===== config.mk =====
export PLATFORM = sky130hd
export DESIGN_NAME = ptc_temp
export DESIGN_NICKNAME = d
export VERILOG_FILES = /design/src/sv/ptc_pkg.sv /design/src/sv/ptc_temp.sv
export SDC_FILE = /design/constraint.sdc
export NUM_CORES = 2
export LEC_CHECK = 0
export BUFFER_PORTS_ARGS = -buffer_cell sky130_fd_sc_hd__buf_2
export CAP_MARGIN = 20
export CORE_ASPECT_RATIO = 0.7
export CORE_MARGIN = 8
export CORE_UTILIZATION = 40
export CTS_BUF_LIST = sky130_fd_sc_hd__clkbuf_16
export DETAILED_ROUTE_END_ITERATION = 10
export GPL_TIMING_DRIVEN = 1
export SETUP_SLACK_MARGIN = 0.1
export SLEW_MARGIN = 40
export SYNTH_ARGS = -nofsm -noshare
export SYNTH_HDL_FRONTEND = slang
export SYNTH_SLANG_ARGS = --single-unit
export TNS_END_PERCENT = 1

===== constraint.sdc =====
create_clock -name clk_i -period 14.45 [get_ports clk_i]
set_input_delay 1.445 -clock clk_i [delete_from_list [all_inputs] [get_ports clk_i]]
set_output_delay 1.445 -clock clk_i [all_outputs]
set_load 0.005 [all_outputs]

===== src/sv/ptc_pkg.sv =====
// ptc_pkg: shared types, constants and a helper function for the
// pressure/temperature/humidity compensation core. No dependencies.
package ptc_pkg;

  localparam int unsigned CFG_IDX_W  = 3;
  localparam int unsigned CFG_DATA_W = 64;
  localparam int unsigned DIV_STAGES = 64;

  typedef enum logic [CFG_IDX_W-1:0] {
    CFG_TEMP        = 3'd0,
    CFG_PRESS_LO    = 3'd1,
    CFG_PRESS_HI    = 3'd2,
    CFG_PRESS_P9    = 3'd3,
    CFG_HUM         = 3'd4,
    CFG_HUM_PRESENT = 3'd5
  } cfg_idx_e;

  localparam logic signed [32:0] PRESS_TF_OFS  = 33'sd128000;
  localparam logic [20:0]        PRESS_BASE    = 21'd1048576;
  localparam logic [63:0]        PRESS_MUL     = 64'd3125;
  localparam logic [63:0]        PRESS_P1_BIAS = 64'h0000_8000_0000_0000;
  localparam logic [32:0]        SCALE_K       = 33'd8247038207;
  localparam logic [31:0]        TEMP_RND      = 32'd128;
  localparam logic [31:0]        HUM_TF_OFS    = 32'd76800;
  localparam logic [31:0]        HUM_RND       = 32'd16384;
  localparam logic [31:0]        HUM_H3_OFS    = 32'd32768;
  localparam logic [31:0]        HUM_G_OFS     = 32'd2097152;
  localparam logic [31:0]        HUM_F2_RND    = 32'd8192;
  localparam logic [31:0]        HUM_MAX       = 32'd419430400;

  typedef struct packed {
    logic [19:0] raw_temperature;
    logic [19:0] raw_pressure;
    logic [15:0] raw_humidity;
  } in_t;

  typedef struct packed {
    logic signed [31:0] temperature_centi;
    logic [31:0]        pressure_q24_8;
    logic [24:0]        pressure_scaled;
    logic [16:0]        humidity_q22_10;
    logic               pressure_invalid;
  } out_t;

  typedef struct packed {
    logic [47:0] temp;
    logic [63:0] press_lo;
    logic [63:0] press_hi;
    logic [15:0] press_p9;
    logic [63:0] hum;
    logic        hum_present;
  } calib_t;

  typedef struct packed {
    logic [31:0] tfine;
    logic [31:0] temp;
    logic [19:0] raw_pressure;
    logic [15:0] raw_humidity;
  } temp_side_t;

  typedef struct packed {
    logic [31:0] temp;
    logic [16:0] hum;
    logic        invalid;
    logic        neg;
  } div_side_t;

  // low 64 bits of a 64-bit pattern times a signed 17-bit value
  function automatic logic [63:0] mul64x16(input logic [63:0] a,
                                           input logic signed [16:0] b);
    logic signed [49:0] pl;
    logic [31:0]        ph;
    pl = $signed({1'b0, a[31:0]}) * b;
    ph = a[63:32] * 32'(b);
    return 64'(pl) + {ph, 32'h0};
  endfunction

endpackage


===== src/sv/ptc_temp.sv =====
// ptc_temp: four-stage temperature pipeline producing t_fine and centi-degrees.
// Depends on ptc_pkg.
module ptc_temp (
  input  logic                 clk_i,
  input  logic                 rst_ni,
  input  logic                 en_i,
  input  logic                 vld_i,
  input  ptc_pkg::in_t         in_i,
  input  logic [47:0]          calib_i,
  output logic                 vld_o,
  output ptc_pkg::temp_side_t  side_o
);
  import ptc_pkg::*;

  logic [15:0]        t1;
  logic signed [15:0] t2, t3;
  logic [31:0]        ta, dt, t5;
  logic [31:0]        a_d, dd_d, b0_d, tf_d;
  logic [31:0]        a_q, dd_q, a2_q, b0_q, tf_q;
  in_t                in_q [3];
  logic [3:0]         vld_q;
  temp_side_t         side_d, side_q;

  always_comb begin
    t1   = calib_i[15:0];
    t2   = $signed(calib_i[31:16]);
    t3   = $signed(calib_i[47:32]);
    ta   = {15'b0, in_i.raw_temperature[19:3]} - {15'b0, t1, 1'b0};
    a_d  = $signed(ta * 32'(t2)) >>> 11;
    dt   = {16'b0, in_i.raw_temperature[19:4]} - {16'b0, t1};
    dd_d = dt * dt;
    b0_d = ($signed(dd_q) >>> 12) * 32'(t3);
    tf_d = a2_q + 32'($signed(b0_q) >>> 14);
    t5   = tf_q * 32'd5 + TEMP_RND;
    side_d.temp         = $signed(t5) >>> 8;
    side_d.tfine        = tf_q;
    side_d.raw_pressure = in_q[2].raw_pressure;
    side_d.raw_humidity = in_q[2].raw_humidity;
  end

  always_ff @(posedge clk_i or negedge rst_ni) begin
    if (!rst_ni) begin
      vld_q <= '0;
    end else if (en_i) begin
      vld_q <= {vld_q[2:0], vld_i};
    end
  end

  always_ff @(posedge clk_i) begin
    if (en_i) begin
      a_q     <= a_d;
      dd_q    <= dd_d;
      in_q[0] <= in_i;
      a2_q    <= a_q;
      b0_q    <= b0_d;
      in_q[1] <= in_q[0];
      tf_q    <= tf_d;
      in_q[2] <= in_q[1];
      side_q  <= side_d;
    end
  end

  assign vld_o  = vld_q[3];
  assign side_o = side_q;

endmodule


==> impl_metrics.py <==
metrics = {
    "yosys": {
        "ys_types": 68,
        "synth_fp_nets": 5230,
        "synth.area.top_cells": "fa_1 (40%), edfxtp_1 (21%), ha_1 (10%), inv_1 (8.8%), nand2_1 (4.2%)",
        "ys_async_sr_fraction_pct": 1.351,
        "ys_seq_elements": 296,
        "avgSynthCellArea_um2": 10.44,
        "synth_top_area_cell": "fa_1",
        "synthTopCellsByCount": "inv_1 (967), fa_1 (818), nand2_1 (465)",
        "yosysWarnings": 0,
        "yosysMostFrequentCell": "inv_1",
        "synth_top_cell_area_share_pct": 39.50,
        "seq_area_frac_synth_pct": 21.39,
        "synth_ff_type": "edfxtp_1",
        "netlist_area_um2": 41450,
        "postSynthCellCount": 3972,
        "synth_edf_count": 292,
    },
    "run": {
        "cap_viol_max_count": 0,
    },
    "floorplanning": {
        "io_pins": 209,
        "die_y_um": 285.3,
        "start_util_pct": 40.49,
        "coreArea_um2": 102400,
        "die_area_um2": 114400,
        "die_w_um": 400.8,
        "num_rows": 98,
    },
    "worst_setup_path": {
        "slowest_delay_ns": 0.75,
        "path_buf_inv": 6,
        "crit_arrival_ns": 10.04,
        "crit_fanout": 31,
        "crit_top_cell": "fa_1",
        "cpMaxStageDelayCell": "clkinv_2",
        "worst_setup_path_end_kind": "flop",
        "crit_family": "adder cells",
        "crit_required_ns": 14.79,
        "path_class": "in -> reg",
        "start_kind": "input port",
    },
    "cts": {
        "clk_path_buf_depth": 3,
        "postCtsSetupRepairBufs": 0,
        "ctsHoldBuffers": 0,
        "htreeDepth": 1,
        "root_buffer": "clkbuf_16",
        "cts_tree": "done",
        "worstSkewPairLatency_ns": 0.60,
        "cts_resized": 0,
        "path_clk_slew_ns": 0.08,
        "clock-sinks": 296,
        "numCtsBuffers": 31,
    },
    "sta": {
        "hold_ws_ns": 0.3811,
        "relSlewSlack_pct": 46.48,
        "rsz0062_at_grt": "no",
        "clock_skew_ns": 0.05462,
        "tightest_slew_ns": 0.8027,
        "max_freq_ghz": 0.1031,
        "min_period_over_period_pct": 67.11,
        "hold_violations": 0,
        "fin_crit_ns": 9.698,
        "drv_slew": 0,
        "finalSetupViolations": 0,
        "setup_tns_ns": 0,
    },
    "grt": {
        "grt_pass1_wl_mm": 156.1,
        "busiest_layer": "met2",
        "grt_use_met1_pct": 24.42,
        "gr-total-overflow": 0,
        "gr-usage-met2_pct": 26.69,
        "antenna_found_initial": 0,
        "met3_usage_pct": 2.773,
        "grt_util_all_layers_pct": 16.78,
        "grt_max_degree": 86,
        "grt_pass1_vias": 28802,
    },
    "final_layout": {
        "antennaDiodeCount": 0,
        "syn2layout_area_growth_pct": 8.530,
        "drive_above_1_share_pct": 8.475,
        "layout.nets": 5353,
        "fill_cells": 9710,
    },
    "placed_design": {
        "dp_hpwl_mm": 73.29,
        "io_buffers": 205,
        "globalplace.congestion": 0.8452,
    },
    "worst_hold_path": {
        "hold_class": "reg -> reg",
    },
    "route": {
        "routedWlPerCell_um": 17.13,
        "drc_errors": 0,
        "drt-total-wl_mm": 93.69,
        "dr.pass1.iters": 5,
        "postRouteAntennaNets": 0,
        "drt_iter0_markers": 1577,
        "avgViaCountPerCell": 4.840,
        "vias": 26467,
    },
    "run_status": {
        "outcome": "complete, no violations",
    },
}
logic make-up after synthesis:
family / count (synthesis) / share of synthesized area [%]
adder cells (fa/ha/maj): 1150 / 49.53
XOR/XNOR: 151 / 3.269
AND/OR/NAND/NOR: 970 / 11.04
AO/OA/AOI/OAI: 258 / 4.126
buffers and inverters: 1142 / 10.51
flip-flops: 296 / 21.39
multiplexers: 5 / 0.1358
metrics by stage:
stage	cells	util [%]	setup slack (ns)	area, um2
6_report	5468	43.94	4.752	44990
5_1_grt	5468	43.94	4.411	44990
4_1_cts	5467	43.92	5.151	44970
3_5_place_dp	5411	42.84	4.474	43860
3_3_place_gp	5411	42.81	3.872	43830
2_1_floorplan	3972	-	5.600	41450
layer usage:
layer,share of wire [%],routed length [um]
met5,0,0
met4,1.9,1786
met3,6.2,5794
met2,45,41920
met1,47,44190
cells in the final DEF, fill, tap and decap left out, types with 13 or more instances in the layout:
cell	instances
a21o_1	34
a21oi_1	73
and2_1	247
buf_2	204
buf_4	25
clkbuf_16	31
edfxtp_1	292
fa_1	817
ha_1	332
inv_1	967
inv_2	30
nand2_1	465
nand2b_1	32
nand3_1	17
nor2_1	114
nor2b_1	29
nor3_1	24
o21a_1	25
o21ai_0	26
o21ai_1	13
xnor2_1	113
xor2_1	29
final timing paths:
kind	start	endpoint	slack [ns]	depth (start not counted)
setup / recovery	in_i[42]	a_q[20]	4.75	28
setup reg to reg	dd_q[19]	b0_q[31]	6.54	21
min in group asynchronous	rst_ni	vld_q[3]	0.68	1
max in group asynchronous	rst_ni	vld_q[1]	13.65	1
hold reg to reg	a_q[14]	a2_q[14]	0.38	0
hold / removal	a_q[14]	a2_q[14]	0.38	0
registers in the layout, summed over array words and instances, names as in the netlist:
name    cells
in_q      108
dd_q       20
a_q        21
a2_q       21
b0_q       18
vld_q       4
tf_q       22
side_o     82
final cells by class:
class                   instances  area (um2)  area share (%)
clock inverters                25       331.6          0.7370
flip-flops and latches        296        8869           19.71
multi-input cells            2534       28310           62.94
repair buffers                233        1257           2.795
clock buffers                  31       775.7           1.724
inverters                     999        3751           8.338
well taps                    1350        1689           3.755
Power is not shown: default switching activity piles up to over one toggle a cycle in this logic, so the estimate is an artifact.
